`config.mk`:
```
export PLATFORM = sky130hd
export DESIGN_NAME = animation_playback_clock
export DESIGN_NICKNAME = d
export VERILOG_FILES = /design/src/apb_pkg.sv /design/src/apb_div.sv /design/src/apb_seq.sv /design/src/animation_playback_clock.sv
export SDC_FILE = /design/constraint.sdc
export NUM_CORES = 2
export LEC_CHECK = 0
export BUFFER_PORTS_ARGS = -buffer_cell sky130_fd_sc_hd__clkbuf_2
export CORE_ASPECT_RATIO = 1.2
export CORE_MARGIN = 10
export CORE_UTILIZATION = 65
export DETAILED_ROUTE_END_ITERATION = 10
export PLACE_DENSITY = 0.87
export SLEW_MARGIN = 20
export SYNTH_ARGS = -nofsm -noshare
export SYNTH_HDL_FRONTEND = slang
export SYNTH_SLANG_ARGS = --single-unit
```
`constraint.sdc`:
```
create_clock -name clk_i -period 18.9 [get_ports clk_i]
set_input_delay 0.945 -clock clk_i [delete_from_list [all_inputs] [get_ports clk_i]]
set_output_delay 0.945 -clock clk_i [all_outputs]
set_load 0.02 [all_outputs]
```
`src/apb_pkg.sv`:
```
`default_nettype none
package apb_pkg;

  // fixed field widths
  localparam int unsigned OP_W      = 3;
  localparam int unsigned ELAPSED_W = 16;
  localparam int unsigned SPEED_W   = 16;
  localparam int unsigned DUR_W     = 24;
  localparam int unsigned FRAC_W    = 17;
  localparam int unsigned STATE_W   = 2;
  localparam int unsigned CFG_IDX_W = 2;

  // fraction results carry this many quotient bits below the binary point
  localparam int unsigned QUOT_BITS = 16;

  // full blend weight, also the progress ceiling
  localparam logic [FRAC_W-1:0] FULL_WEIGHT = 17'h10000;

  // reset values of the registers
  localparam logic [DUR_W-1:0]   DURATION_RESET   = 24'd1000;
  localparam logic [SPEED_W-1:0] SPEED_RESET      = 16'd256;
  localparam logic [DUR_W-1:0]   BLEND_TIME_RESET = 24'd500;

  // register indexes
  localparam logic [CFG_IDX_W-1:0] REG_DURATION   = 2'd0;
  localparam logic [CFG_IDX_W-1:0] REG_SPEED      = 2'd1;
  localparam logic [CFG_IDX_W-1:0] REG_BLEND_TIME = 2'd2;

  // event codes
  localparam logic [OP_W-1:0] OP_TICK   = 3'd0;
  localparam logic [OP_W-1:0] OP_ATTACH = 3'd1;
  localparam logic [OP_W-1:0] OP_DETACH = 3'd2;
  localparam logic [OP_W-1:0] OP_PLAY   = 3'd3;
  localparam logic [OP_W-1:0] OP_PAUSE  = 3'd4;
  localparam logic [OP_W-1:0] OP_REWIND = 3'd5;
  localparam logic [OP_W-1:0] OP_SEEK   = 3'd6;

  // playback states
  localparam logic [STATE_W-1:0] PS_NONE    = 2'd0;
  localparam logic [STATE_W-1:0] PS_PAUSED  = 2'd1;
  localparam logic [STATE_W-1:0] PS_PLAYING = 2'd2;

  // status fields of one finished result
  typedef struct packed {
    logic [STATE_W-1:0] play_state;
    logic [FRAC_W-1:0]  blend_weight;
    logic [FRAC_W-1:0]  progress;
    logic               accepted;
  } apb_status_t;

endpackage
`default_nettype wire

```
`src/apb_div.sv`:
```
`default_nettype none
// restoring divider, one quotient bit per cycle
// the remainder must start below the divisor
module apb_div #(
  parameter int unsigned DIVIDEND_BITS = 33
) (
  input  wire logic                                 clk_i,
  input  wire logic                                 rst_ni,
  input  wire logic                                 start_i,
  input  wire logic [apb_pkg::DUR_W-1:0]            rem_init_i,
  input  wire logic [apb_pkg::DUR_W-1:0]            divisor_i,
  input  wire logic [DIVIDEND_BITS-1:0]             dividend_i,
  input  wire logic [$clog2(DIVIDEND_BITS+1)-1:0]   steps_i,
  output logic                                      busy_o,
  output logic [apb_pkg::DUR_W-1:0]                 rem_o,
  output logic [apb_pkg::QUOT_BITS-1:0]             quot_o
);

  localparam int unsigned CNT_W = $clog2(DIVIDEND_BITS + 1);
  localparam int unsigned RW    = apb_pkg::DUR_W;

  logic                  busy_q, busy_d;
  logic [CNT_W-1:0]      cnt_q, cnt_d;
  logic [RW-1:0]         rem_q, rem_d;
  logic [RW-1:0]         dsr_q, dsr_d;
  logic [DIVIDEND_BITS-1:0] dvd_q, dvd_d;
  logic [apb_pkg::QUOT_BITS-1:0] quot_q, quot_d;

  logic [RW:0] rem_sh;
  logic [RW:0] diff;
  logic        ge;

  // one trial subtraction
  assign rem_sh = {rem_q, dvd_q[DIVIDEND_BITS-1]};
  assign diff   = rem_sh - {1'b0, dsr_q};
  assign ge     = rem_sh >= {1'b0, dsr_q};

  always_comb begin
    busy_d = busy_q;
    cnt_d  = cnt_q;
    rem_d  = rem_q;
    dsr_d  = dsr_q;
    dvd_d  = dvd_q;
    quot_d = quot_q;
    if (start_i) begin
      busy_d = 1'b1;
      cnt_d  = steps_i;
      rem_d  = rem_init_i;
      dsr_d  = divisor_i;
      dvd_d  = dividend_i;
      quot_d = '0;
    end else if (busy_q) begin
      rem_d  = ge ? diff[RW-1:0] : rem_sh[RW-1:0];
      dvd_d  = {dvd_q[DIVIDEND_BITS-2:0], 1'b0};
      quot_d = {quot_q[apb_pkg::QUOT_BITS-2:0], ge};
      cnt_d  = cnt_q - CNT_W'(1);
      if (cnt_q == CNT_W'(1)) begin
        busy_d = 1'b0;
      end
    end
  end

  // control state
  always_ff @(posedge clk_i or negedge rst_ni) begin
    if (!rst_ni) begin
      busy_q <= 1'b0;
      cnt_q  <= '0;
    end else begin
      busy_q <= busy_d;
      cnt_q  <= cnt_d;
    end
  end

  // datapath
  always_ff @(posedge clk_i) begin
    rem_q  <= rem_d;
    dsr_q  <= dsr_d;
    dvd_q  <= dvd_d;
    quot_q <= quot_d;
  end

  assign busy_o = busy_q;
  assign rem_o  = rem_q;
  assign quot_o = quot_q;

endmodule
`default_nettype wire

```
`src/apb_seq.sv`:
```
`default_nettype none
// event sequencer: playback state, one multiplier step and the shared divider
module apb_seq #(
  parameter int unsigned POSITION_BITS   = 24,
  parameter int unsigned SPEED_FRAC_BITS = 8
) (
  input  wire logic                              clk_i,
  input  wire logic                              rst_ni,
  input  wire logic [apb_pkg::DUR_W-1:0]         dur_i,
  input  wire logic [apb_pkg::SPEED_W-1:0]       speed_i,
  input  wire logic [apb_pkg::DUR_W-1:0]         blend_time_i,
  input  wire logic                              in_valid_i,
  output logic                                   in_stall_o,
  input  wire logic [apb_pkg::OP_W-1:0]          operation_i,
  input  wire logic [apb_pkg::ELAPSED_W-1:0]     elapsed_ms_i,
  input  wire logic                              loop_request_i,
  input  wire logic [apb_pkg::FRAC_W-1:0]        seek_fraction_i,
  output logic                                   res_valid_o,
  input  wire logic                              res_take_i,
  output logic [POSITION_BITS-1:0]               res_position_o,
  output apb_pkg::apb_status_t                   res_status_o
);

  localparam int unsigned PB     = POSITION_BITS;
  localparam int unsigned PROD_W = apb_pkg::DUR_W + apb_pkg::FRAC_W;
  localparam int unsigned ADV_W  = apb_pkg::ELAPSED_W + apb_pkg::SPEED_W - SPEED_FRAC_BITS;
  localparam int unsigned NPW    = ((PB > ADV_W) ? PB : ADV_W) + 1;
  localparam int unsigned CMP_W  = (NPW > apb_pkg::DUR_W) ? NPW : apb_pkg::DUR_W;
  localparam int unsigned CNT_W  = $clog2(NPW + 1);
  localparam int unsigned BCNT_W = apb_pkg::DUR_W + 1;

  // sequencer states
  localparam logic [3:0] S_IDLE   = 4'd0;
  localparam logic [3:0] S_MUL    = 4'd1;
  localparam logic [3:0] S_APPLY  = 4'd2;
  localparam logic [3:0] S_MODW   = 4'd3;
  localparam logic [3:0] S_BLEND  = 4'd4;
  localparam logic [3:0] S_BLENDW = 4'd5;
  localparam logic [3:0] S_PROG   = 4'd6;
  localparam logic [3:0] S_PROGW  = 4'd7;
  localparam logic [3:0] S_DONE   = 4'd8;

  logic [3:0] state_q, state_d;

  // playback state
  logic [apb_pkg::STATE_W-1:0] mode_q, mode_d;
  logic [PB-1:0]               pos_q, pos_d;
  logic                        loop_q, loop_d;
  logic                        brun_q, brun_d;
  logic [apb_pkg::DUR_W-1:0]   bcnt_q, bcnt_d;
  logic [apb_pkg::FRAC_W-1:0]  blevel_q, blevel_d;

  // per-event working registers
  logic                        acc_q, acc_d;
  logic [apb_pkg::FRAC_W-1:0]  prog_q, prog_d;
  logic                        seek_q, seek_d;
  logic [apb_pkg::ELAPSED_W-1:0] elapsed_q, elapsed_d;
  logic [apb_pkg::DUR_W-1:0]   a_q, a_d;
  logic [apb_pkg::FRAC_W-1:0]  b_q, b_d;
  logic [PROD_W-1:0]           prod_q, prod_d;

  // divider requests
  logic                        div_start;
  logic [apb_pkg::DUR_W-1:0]   div_rem_init;
  logic [apb_pkg::DUR_W-1:0]   div_divisor;
  logic [NPW-1:0]              div_dividend;
  logic [CNT_W-1:0]            div_steps;
  logic                        div_busy;
  logic [apb_pkg::DUR_W-1:0]   div_rem;
  logic [apb_pkg::QUOT_BITS-1:0] div_quot;

  logic                        attached;
  logic [apb_pkg::FRAC_W-1:0]  frac_sat;
  logic [NPW-1:0]              np;
  logic                        np_past_end;
  logic [BCNT_W-1:0]           bsum;

  assign attached    = mode_q != apb_pkg::PS_NONE;
  assign frac_sat    = (seek_fraction_i > apb_pkg::FULL_WEIGHT) ? apb_pkg::FULL_WEIGHT
                                                                 : seek_fraction_i;
  // advanced position, one spare bit above the wider addend
  assign np          = NPW'(pos_q) + NPW'(prod_q >> SPEED_FRAC_BITS);
  assign np_past_end = CMP_W'(np) >= CMP_W'(dur_i);
  assign bsum        = BCNT_W'(bcnt_q) + BCNT_W'(elapsed_q);

  apb_div #(
    .DIVIDEND_BITS(NPW)
  ) u_div (
    .clk_i      (clk_i),
    .rst_ni     (rst_ni),
    .start_i    (div_start),
    .rem_init_i (div_rem_init),
    .divisor_i  (div_divisor),
    .dividend_i (div_dividend),
    .steps_i    (div_steps),
    .busy_o     (div_busy),
    .rem_o      (div_rem),
    .quot_o     (div_quot)
  );

  // next-state logic
  always_comb begin
    state_d      = state_q;
    mode_d       = mode_q;
    pos_d        = pos_q;
    loop_d       = loop_q;
    brun_d       = brun_q;
    bcnt_d       = bcnt_q;
    blevel_d     = blevel_q;
    acc_d        = acc_q;
    prog_d       = prog_q;
    seek_d       = seek_q;
    elapsed_d    = elapsed_q;
    a_d          = a_q;
    b_d          = b_q;
    prod_d       = prod_q;
    div_start    = 1'b0;
    div_rem_init = '0;
    div_divisor  = dur_i;
    div_dividend = '0;
    div_steps    = CNT_W'(apb_pkg::QUOT_BITS);
    res_valid_o  = 1'b0;

    case (state_q)
      S_IDLE: begin
        if (in_valid_i) begin
          acc_d     = 1'b0;
          seek_d    = 1'b0;
          elapsed_d = elapsed_ms_i;
          state_d   = S_PROG;
          case (operation_i)
            apb_pkg::OP_TICK: begin
              if (mode_q == apb_pkg::PS_PLAYING) begin
                a_d     = apb_pkg::DUR_W'(speed_i);
                b_d     = apb_pkg::FRAC_W'(elapsed_ms_i);
                state_d = S_MUL;
              end
            end
            apb_pkg::OP_ATTACH: begin
              pos_d  = '0;
              brun_d = 1'b1;
              bcnt_d = '0;
              loop_d = 1'b0;
              if (mode_q == apb_pkg::PS_NONE) begin
                mode_d = apb_pkg::PS_PAUSED;
              end
            end
            apb_pkg::OP_DETACH: begin
              mode_d = apb_pkg::PS_NONE;
            end
            apb_pkg::OP_PLAY: begin
              acc_d = attached;
              if (attached) begin
                loop_d = loop_request_i;
                mode_d = apb_pkg::PS_PLAYING;
              end
            end
            apb_pkg::OP_PAUSE: begin
              acc_d = attached;
              if (attached) begin
                mode_d = apb_pkg::PS_PAUSED;
              end
            end
            apb_pkg::OP_REWIND: begin
              acc_d = attached;
              if (attached) begin
                pos_d = '0;
              end
            end
            apb_pkg::OP_SEEK: begin
              acc_d = attached;
              if (attached) begin
                a_d     = dur_i;
                b_d     = frac_sat;
                seek_d  = 1'b1;
                state_d = S_MUL;
              end
            end
            default: begin
            end
          endcase
        end
      end

      // speed times elapsed, or duration times seek fraction
      S_MUL: begin
        prod_d  = PROD_W'(a_q) * PROD_W'(b_q);
        state_d = S_APPLY;
      end

      S_APPLY: begin
        if (seek_q) begin
          pos_d   = PB'(prod_q >> apb_pkg::QUOT_BITS);
          state_d = S_PROG;
        end else if (loop_q) begin
          if (np_past_end) begin
            div_start    = 1'b1;
            div_dividend = np;
            div_steps    = CNT_W'(NPW);
            state_d      = S_MODW;
          end else begin
            pos_d   = PB'(np);
            state_d = S_BLEND;
          end
        end else begin
          // play once: stop at the end
          if (np_past_end) begin
            pos_d  = PB'(dur_i);
            mode_d = apb_pkg::PS_PAUSED;
          end else begin
            pos_d = PB'(np);
          end
          state_d = S_BLEND;
        end
      end

      // wrap: remainder of the position by the duration
      S_MODW: begin
        if (!div_busy) begin
          pos_d   = PB'(div_rem);
          state_d = S_BLEND;
        end
      end

      // blend ramp on real elapsed time
      S_BLEND: begin
        state_d = S_PROG;
        if (brun_q) begin
          if (bsum >= BCNT_W'(blend_time_i)) begin
            bcnt_d   = blend_time_i;
            brun_d   = 1'b0;
            blevel_d = apb_pkg::FULL_WEIGHT;
          end else begin
            bcnt_d       = apb_pkg::DUR_W'(bsum);
            div_start    = 1'b1;
            div_rem_init = apb_pkg::DUR_W'(bsum);
            div_divisor  = blend_time_i;
            state_d      = S_BLENDW;
          end
        end
      end

      S_BLENDW: begin
        if (!div_busy) begin
          blevel_d = apb_pkg::FRAC_W'(div_quot);
          state_d  = S_PROG;
        end
      end

      // progress fraction, zero when detached, saturated at the end
      S_PROG: begin
        if (mode_q == apb_pkg::PS_NONE) begin
          prog_d  = '0;
          state_d = S_DONE;
        end else if (CMP_W'(pos_q) >= CMP_W'(dur_i)) begin
          prog_d  = apb_pkg::FULL_WEIGHT;
          state_d = S_DONE;
        end else begin
          div_start    = 1'b1;
          div_rem_init = apb_pkg::DUR_W'(pos_q);
          state_d      = S_PROGW;
        end
      end

      S_PROGW: begin
        if (!div_busy) begin
          prog_d  = apb_pkg::FRAC_W'(div_quot);
          state_d = S_DONE;
        end
      end

      S_DONE: begin
        res_valid_o = 1'b1;
        if (res_take_i) begin
          state_d = S_IDLE;
        end
      end

      default: begin
        state_d = S_IDLE;
      end
    endcase
  end

  // control and playback state
  always_ff @(posedge clk_i or negedge rst_ni) begin
    if (!rst_ni) begin
      state_q  <= S_IDLE;
      mode_q   <= apb_pkg::PS_NONE;
      pos_q    <= '0;
      loop_q   <= 1'b0;
      brun_q   <= 1'b1;
      bcnt_q   <= '0;
      blevel_q <= apb_pkg::FULL_WEIGHT;
      acc_q    <= 1'b0;
      prog_q   <= '0;
      seek_q   <= 1'b0;
    end else begin
      state_q  <= state_d;
      mode_q   <= mode_d;
      pos_q    <= pos_d;
      loop_q   <= loop_d;
      brun_q   <= brun_d;
      bcnt_q   <= bcnt_d;
      blevel_q <= blevel_d;
      acc_q    <= acc_d;
      prog_q   <= prog_d;
      seek_q   <= seek_d;
    end
  end

  // operands and product
  always_ff @(posedge clk_i) begin
    elapsed_q <= elapsed_d;
    a_q       <= a_d;
    b_q       <= b_d;
    prod_q    <= prod_d;
  end

  assign in_stall_o                  = state_q != S_IDLE;
  assign res_position_o              = pos_q;
  assign res_status_o.play_state     = mode_q;
  assign res_status_o.blend_weight   = blevel_q;
  assign res_status_o.progress       = prog_q;
  assign res_status_o.accepted       = acc_q;

endmodule
`default_nettype wire

```
`src/animation_playback_clock.sv`:
```
`default_nettype none
// Animation playback clock. Each input transaction is one event (tick, attach, detach,
// play, pause, rewind, seek) and yields exactly one result transaction with the position,
// play state, blend weight, progress and accepted flag. The block takes one event at a
// time: an event that only changes state waits at most on the progress division; a tick
// while playing also runs the blend ramp division while the ramp runs, and a wrap division
// over the bits of the advanced position when the position wraps in loop mode, since the
// wrap remainder, the blend ramp fraction and the progress fraction all run one after
// another through a single shared divider that retires one bit per cycle. A new event is
// taken while the previous result still waits in the output register. Registers are to
// be written through the plain write port only while the block is idle; the block itself
// does not enforce this. A zero duration or blend time counts as one millisecond.
module animation_playback_clock #(
  parameter int unsigned POSITION_BITS   = 24,
  parameter int unsigned SPEED_FRAC_BITS = 8
) (
  input  wire logic                              clk_i,
  input  wire logic                              rst_ni,
  input  wire logic                              cfg_we_i,
  input  wire logic [apb_pkg::CFG_IDX_W-1:0]     cfg_index_i,
  input  wire logic [apb_pkg::DUR_W-1:0]         cfg_wdata_i,
  input  wire logic                              in_valid_i,
  output logic                                   in_stall_o,
  input  wire logic [apb_pkg::OP_W-1:0]          operation_i,
  input  wire logic [apb_pkg::ELAPSED_W-1:0]     elapsed_ms_i,
  input  wire logic                              loop_request_i,
  input  wire logic [apb_pkg::FRAC_W-1:0]        seek_fraction_i,
  output logic                                   out_valid_o,
  input  wire logic                              out_stall_i,
  output logic [POSITION_BITS-1:0]               position_ms_o,
  output logic [apb_pkg::STATE_W-1:0]            play_state_o,
  output logic [apb_pkg::FRAC_W-1:0]             blend_weight_o,
  output logic [apb_pkg::FRAC_W-1:0]             progress_o,
  output logic                                   accepted_o
);

  logic [apb_pkg::DUR_W-1:0]   duration_q;
  logic [apb_pkg::SPEED_W-1:0] speed_q;
  logic [apb_pkg::DUR_W-1:0]   blend_time_q;
  logic [apb_pkg::DUR_W-1:0]   dur_eff;
  logic [apb_pkg::DUR_W-1:0]   bt_eff;

  logic                        res_valid;
  logic                        res_take;
  logic [POSITION_BITS-1:0]    res_position;
  apb_pkg::apb_status_t        res_status;

  logic                        out_valid_q;
  logic [POSITION_BITS-1:0]    out_pos_q;
  apb_pkg::apb_status_t        out_status_q;

  // configuration registers
  always_ff @(posedge clk_i or negedge rst_ni) begin
    if (!rst_ni) begin
      duration_q   <= apb_pkg::DURATION_RESET;
      speed_q      <= apb_pkg::SPEED_RESET;
      blend_time_q <= apb_pkg::BLEND_TIME_RESET;
    end else if (cfg_we_i) begin
      case (cfg_index_i)
        apb_pkg::REG_DURATION:   duration_q   <= cfg_wdata_i;
        apb_pkg::REG_SPEED:      speed_q      <= cfg_wdata_i[apb_pkg::SPEED_W-1:0];
        apb_pkg::REG_BLEND_TIME: blend_time_q <= cfg_wdata_i;
        default: begin
        end
      endcase
    end
  end

  // zero lengths count as one millisecond
  assign dur_eff = (duration_q == '0) ? apb_pkg::DUR_W'(1) : duration_q;
  assign bt_eff  = (blend_time_q == '0) ? apb_pkg::DUR_W'(1) : blend_time_q;

  apb_seq #(
    .POSITION_BITS   (POSITION_BITS),
    .SPEED_FRAC_BITS (SPEED_FRAC_BITS)
  ) u_seq (
    .clk_i           (clk_i),
    .rst_ni          (rst_ni),
    .dur_i           (dur_eff),
    .speed_i         (speed_q),
    .blend_time_i    (bt_eff),
    .in_valid_i      (in_valid_i),
    .in_stall_o      (in_stall_o),
    .operation_i     (operation_i),
    .elapsed_ms_i    (elapsed_ms_i),
    .loop_request_i  (loop_request_i),
    .seek_fraction_i (seek_fraction_i),
    .res_valid_o     (res_valid),
    .res_take_i      (res_take),
    .res_position_o  (res_position),
    .res_status_o    (res_status)
  );

  // output register, loaded when empty or being drained
  assign res_take = res_valid && (!out_valid_q || !out_stall_i);

  always_ff @(posedge clk_i or negedge rst_ni) begin
    if (!rst_ni) begin
      out_valid_q <= 1'b0;
    end else if (res_take) begin
      out_valid_q <= 1'b1;
    end else if (!out_stall_i) begin
      out_valid_q <= 1'b0;
    end
  end

  always_ff @(posedge clk_i) begin
    if (res_take) begin
      out_pos_q    <= res_position;
      out_status_q <= res_status;
    end
  end

  assign out_valid_o    = out_valid_q;
  assign position_ms_o  = out_pos_q;
  assign play_state_o   = out_status_q.play_state;
  assign blend_weight_o = out_status_q.blend_weight;
  assign progress_o     = out_status_q.progress;
  assign accepted_o     = out_status_q.accepted;

endmodule
`default_nettype wire

```
# Word level (Yosys, flattened, before mapping)
# Cells that the tools add are included.
[word_totals] reg_bits=410 latch_bits=0 ramBits=0 mem_bits_ro=0 input_bits=68 out_inout_bits=63 wordCells=214 mem_count=0
[classes] add_sub_neg=4 multipliers=1 n_div=0 order_cmp=5 n_eq_ne=41 n_shift=0 n_mux=100 bitwise=0 n_reduce_logical=34
[ops] op="2-to-1 mux 24 bit" n=25
[ops] op="one-hot mux 24 bit (2 select lines)" n=4
[ops] op="2-to-1 mux 25 bit" n=6
[ops] op="2-to-1 mux 17 bit" n=8
[ops] op="one-hot mux 17 bit (2 select lines)" n=3
[ops] op="greater-or-equal comparator 25 x 24 -> 1 bit" n=3
[ops] op="one-hot mux 24 bit (3 select lines)" n=1
[ops] op="logical NOT 24 bit" n=2
[ops] op="multiplier 24 x 17 -> 40 bit" n=1
[ops] op="2-to-1 mux 4 bit" n=10
[ops] op="one-hot mux 4 bit (9 select lines)" n=1
[ops] op="adder 24 x 16 -> 25 bit" n=1
[ops] op="adder 24 x 25 -> 25 bit" n=1
[ops] op="2-to-1 mux 5 bit" n=5
[ops] op="greater-or-equal comparator 24 bit" n=1
[ops] op="subtractor 24 bit" n=1
[ops] op="2-to-1 mux 1 bit" n=19
[ops] op="greater-than comparator 17 bit, second input constant" n=1
[ops] op="equality test 4 x 3 -> 1 bit, second input constant" n=4
[ops] op="2-to-1 mux 2 bit" n=8
[ops] op="!= test 2 bit, second input constant" n=8
[ops] op="nonzero test 2 bit" n=8
[ops] op="!= test 2 x 1 -> 1 bit, second input constant" n=7
[ops] op="2-to-1 mux 3 bit" n=4
[ops] op="35 further kinds" n=53

# Depth between registers and ports, before layout
[logic_depth] ltp_word=8 ltp_mapped=25 depth_no_buf=24

# Hierarchy
# From an unflattened synthesis, not the netlist that was laid out.
[hier_totals] hier_cells=3500 hier_area_um2=34694.5
[modules_own_cells] module="apb_seq" instances=1 cells_each=2762 area_per_inst_um2=24817.6 seq_area_each_um2=4977.3
[modules_own_cells] module="apb_div" instances=1 cells_each=474 area_per_inst_um2=5291.3 seq_area_each_um2=2662.6
[modules_own_cells] module="animation_playback_clock" instances=1 cells_each=264 area_per_inst_um2=4585.6 seq_area_each_um2=3474.6

# Least setup slack after synthesis
# OpenSTA, ideal clock, no wires.
[synth_path] path_kind="register -> register" from="reg u_seq.a_q[9] (netlist name)" to="reg u_seq.prod_q[28], data pin" setup_time_ps=258 arrival_ps=6034 required_time_ps=18642 path_slack_ps=12608 path_stages_with_launch=26 n_path_buf=2 synth_period_minus_slack_ps=6292 path_cell_list="edfxtp_1 > clkbuf_1 > clkbuf_1 > nand2_1 > fa_1 > inv_1 > fa_1 > inv_1 > fa_1 > inv_1 > fa_1 > fa_1 > inv_1 > fa_1 > inv_1 > ha_1 > a21o_1 > a21oi_1 > o21ai_0 > nand3_1 > o21ai_0 > or3b_2 > a21o_1 > a21o_1 > a21oi_1 > xnor2_1"
[synth_between] elab_chain_cells=1
[synth_rtl] item="start, declared" line="apb_seq.sv:58" text="logic [apb_pkg::DUR_W-1:0] a_q, a_d;"
[synth_rtl] item="start signal, assigned" line="apb_seq.sv:315" text="a_q <= a_d;"
[synth_rtl] item="multiplier 24 x 17 -> 40 bit" line="apb_seq.sv:187" text="prod_d = PROD_W'(a_q) * PROD_W'(b_q);"
[synth_rtl] item="end signal, assigned" line="apb_seq.sv:317" text="prod_q <= prod_d;"
[synth_rtl] item="end, declared" line="apb_seq.sv:60" text="logic [PROD_W-1:0] prod_q, prod_d;"
# No other way between the ends.
# A chain may end at the register's enable or synchronous reset.

# Worst setup path in the final report
[layout_path] from="reg u_seq.b_q[9] (netlist name)" to="reg u_seq.prod_q[39], data pin"
[layout_between] elab_chain_cells=1
[layout_rtl] item="start, declared" line="apb_seq.sv:59" text="logic [apb_pkg::FRAC_W-1:0] b_q, b_d;"
[layout_rtl] item="start signal, assigned" line="apb_seq.sv:316" text="b_q <= b_d;"
[layout_rtl] item="multiplier 24 x 17 -> 40 bit" line="apb_seq.sv:187"
# No other way between the ends.

==> results.md <==
* Status: finished, final reports clean
* DRC at 0
* TritonCTS clock tree: done
* RD Place Congestion at 1.025
* Sequential share of power at 25.3%
* Overall die area at 61480 um2
* RSZ-0062 raised after global routing: false
* Req. time, crit path at between 15 and 20 ns
* Initial drt markers at roughly 2.8k
* Slew margin rel. at about a quarter
* Simple logic cell fraction of the synthesized area at between 10% and 20%
* Post-Place Cells at about 4.1k
* Routed vias at between 20k and 30k
* Crit end category: flop
* WL/cell at between 20 and 25 um
* Max Slew Vio Count at 0
* Post-DP Area at ~35000 um2
* Crit Path Max Fanout at 24
* Die X-Extent at between 200 and 250 um
* Number of global-route vias before repair at approximately 27k
* Mapped cell area at ~34000 um2
* Switching power at 3.058 mW
* Total grt overflow at 0
* Post-layout util at between 70% and 80%
* Fmax at ~140 MHz
* Synth Area in Compound Gates at approximately an eighth
* Port-buffer cells at 130
* Number of fill cells in the layout at 3581
* Setup TNS at 0 ns
* Ys async rst share at about 41%
* Critical Path AT at around 7.5 ns
* Post-CTS Setup Repair Bufs at 0
* Post-route cell area at around 37000 um2
* Synth top area share at about a fifth
* Synthesized netlist cell count at between 3k and 4k
* Drt first pass iters at 8
* Register bit total from synthesis at around 400
* Dpl hpwl at approximately 73 mm
* Die height at between 200 and 300 um
* Synth cell types at slightly below 80
* Period utilisation layout at 37.80%
* Clock tree root driver cell: clkbuf_16
* Clock buffer count from CTS at between 40 and 50
* Leading area contributor after synthesis: edfxtp_1
* Post-synth net total at between 4k and 5k
* Final setup vio count at 0
* Initial Utilization at 65.73%
* CTS clock-pin slew for the worst setup and hold paths at 0.07 ns
* Total length of routed wires at a little under 100 mm
* Via-per-instance ratio at 6.281
* Fin nets at 4124
* Final std cells w/o fill at 4216
* Clock power frac at 13.9%
* Leakage at between 15 and 20 nW
* Post-Synth Adder-Cell Area at between 20% and 30%
* Fin Clk Skew at 0.02993 ns
* Largest family of logic cells by synthesized area: adder cells
* Clock latency on the worst-skew pair at roughly 0.6 ns
* Post-Syn Area per Cell at between 9 and 10 um2
* Post-route ant nets at 0
* Hold Crit Class: reg2reg
* Core Area at around 51000 um2
* Least-Margin Pin Slew at 1.122 ns
* Critical Path Start Type: flop
* Ranking of synthesized cells by area: edfxtp_1 (20%), fa_1 (20%), dfrtp_1 (11%), ha_1 (9.2%), inv_1 (5.8%)
* Register area share after synthesis at ~33%
* EDFF count, synth at about 220
* Int Pwr at 3.407 mW
* Peak supply drop at 0.1354 mV
* Clk sink count at about 400
* Synth warnings at 0
* Total global-route track usage at roughly a third
* Main synth FF type: edfxtp_1
* I/O Pins at between 100 and 150
* Min Tclk post-route at 7.145 ns
* Net Sw Frac at a little under half
* Fraction of layout cells with a size suffix above 1 at around a tenth
* H-tree depth at 2
* Hold_buf cts at 0
* Max Cap Viol at 0
* Post-synthesis xor/xnor area fraction at ~2.5%
* Final Hold Fails at 0
* Proportion of synthesized area in mux cells at 2.332%
* Cell area power density at about 180 nW/um2
* Clock buffer depth at 3
* Largest net degree at the start of global routing at 99
* Number of cell rows at 91
* Area growth, synth to finish at 8.222%
* Logic pwr share at 60.9%
* Post-cts resize count at 0
* First-pass GRT wire length at 153.6 mm
* Kind of critical path: reg2reg
* Initial antenna violation count at 2
-- cell families after synthesis --
family          count (synthesis)
xor+xnor                       96
fa+ha+maj                     576
mux                            73
buf+inv                       670
simple gates                  967
compound gates                635
flops                         402
-- per-stage QoR --
stage | hold slack [ns] | worst slack [ns] | total power [mW]
6_report | 0.4507 | 11.76 | 6.465
5_1_grt | 0.4623 | 11.39 | 6.906
4_1_cts | 0.4506 | 11.81 | 6.339
3_5_place_dp | 0.4340 | 11.82 | 5.408
3_3_place_gp | 0.4378 | 11.93 | 5.306
2_1_floorplan | 0.4248 | 12.61 | 4.313
-- cells in the final DEF (no fill, tap or decap), types with 16 or more instances in the layout --
cell,n
a211oi_1,32
a21o_1,46
a21oi_1,136
a22o_1,68
a22oi_1,23
and2_1,151
and3_1,17
buf_4,32
clkbuf_16,46
clkbuf_2,129
dfrtp_1,148
dfxtp_1,16
edfxtp_1,223
fa_1,329
ha_1,247
inv_1,521
mux2_2,45
mux2i_1,28
nand2_1,446
nand2b_1,20
nand3_1,35
nand4_1,26
nor2_1,138
nor2b_1,30
nor3_1,28
nor4_1,21
o21a_1,23
o21ai_0,172
o22ai_1,16
or3_1,21
xnor2_1,64
xor2_1,32
-- worst paths after layout --
kind	start	end	slack (ns)	depth (start not counted)
max	u_seq.b_q[9]	u_seq.prod_q[39]	11.76	22
min	u_seq.prog_q[8]	progress_o[8]	0.45	0
max reg2reg	u_seq.b_q[9]	u_seq.prod_q[39]	11.76	22
min reg2reg	u_seq.prog_q[8]	progress_o[8]	0.45	0
max in group asynchronous	rst_ni	u_seq.blevel_q[11]	16.92	2
min in group asynchronous	rst_ni	u_seq.bcnt_q[13]	0.46	1
-- per-layer routing --
metal | vias to the layer above | wire length, um | global-route usage, %
met1 | 12780 | 34330 | 37.69
met5 | - | 0 | 0
met2 | 1731 | 45430 | 51.79
met3 | 455 | 11290 | 7.795
met4 | 0 | 6611 | 18.67
li1 | 11520 | - | -
-- power groups by stage --
stage	combinational, mW	clock, mW	sequential (mW)
3_3_place_gp	3.69	0	1.62
3_5_place_dp	3.78	0	1.62
2_1_floorplan	2.81	0	1.50
4_1_cts	3.83	0.902	1.61
5_1_grt	4.33	0.933	1.64
6_report	3.93	0.896	1.64
-- synth_stat cells (11+ instances only) --
cell / count
inv_1: 521
nand2_1: 446
fa_1: 329
ha_1: 247
edfxtp_1: 223
o21ai_0: 172
and2_1: 151
dfrtp_1: 148
nor2_1: 140
a21oi_1: 139
clkbuf_1: 130
a22o_1: 68
xnor2_1: 64
a21o_1: 46
mux2_2: 45
nand3_1: 35
a211oi_1: 32
nor2b_1: 32
xor2_1: 32
mux2i_1: 28
nor3_1: 28
nand4_1: 26
a22oi_1: 23
o21a_1: 23
nor4_1: 22
nand2b_1: 21
or3_1: 21
and3_1: 17
dfxtp_1: 16
o22ai_1: 16
dfstp_2: 15
o31ai_1: 11
-- registers in the layout (all words and copies together), names as in the netlist, 24 cells and up --
register and flops:
u_seq.a_q 24, duration_q 24, u_seq.u_div.dsr_q 24, u_seq.res_position_o 24, u_seq.u_div.rem_o 24, blend_time_q 24, u_seq.prod_q 32, position_ms_o 24
u_seq.bcnt_q 24, u_seq.u_div.dvd_q 25
-- worst max-delay path, cell delays in order, from the launching register on --
cell	delay, ns
edfxtp_1	1.08
nand2_1	0.18
fa_1	0.55
inv_1	0.05
fa_1	0.50
inv_1	0.06
fa_1	0.53
inv_1	0.05
fa_1	0.46
fa_1	0.49
inv_1	0.05
fa_1	0.47
inv_1	0.04
ha_1	0.31
and3_1	0.21
and3_1	0.21
nand4_1	0.12
o2111a_1	0.28
nor2_1	0.40
a211oi_1	0.21
o31ai_1	0.38
a21oi_1	0.14
xnor2_1	0.13
-- area by class of cell --
class	count	area (um2)	area share [%]
Timing Repair Buffer	162	897.1	2.456
Clock buffer	54	1211	3.316
Inverter	523	1963	5.374
Multi-Input combinational cell	2347	20160	55.18
Antenna cell	3	7.507	0.02055
Tap cell	697	872.1	2.387
Sequential cell	402	11110	30.43
Clock inverter	28	305.3	0.8358
Note: power is estimated with default switching activity, not from simulation.
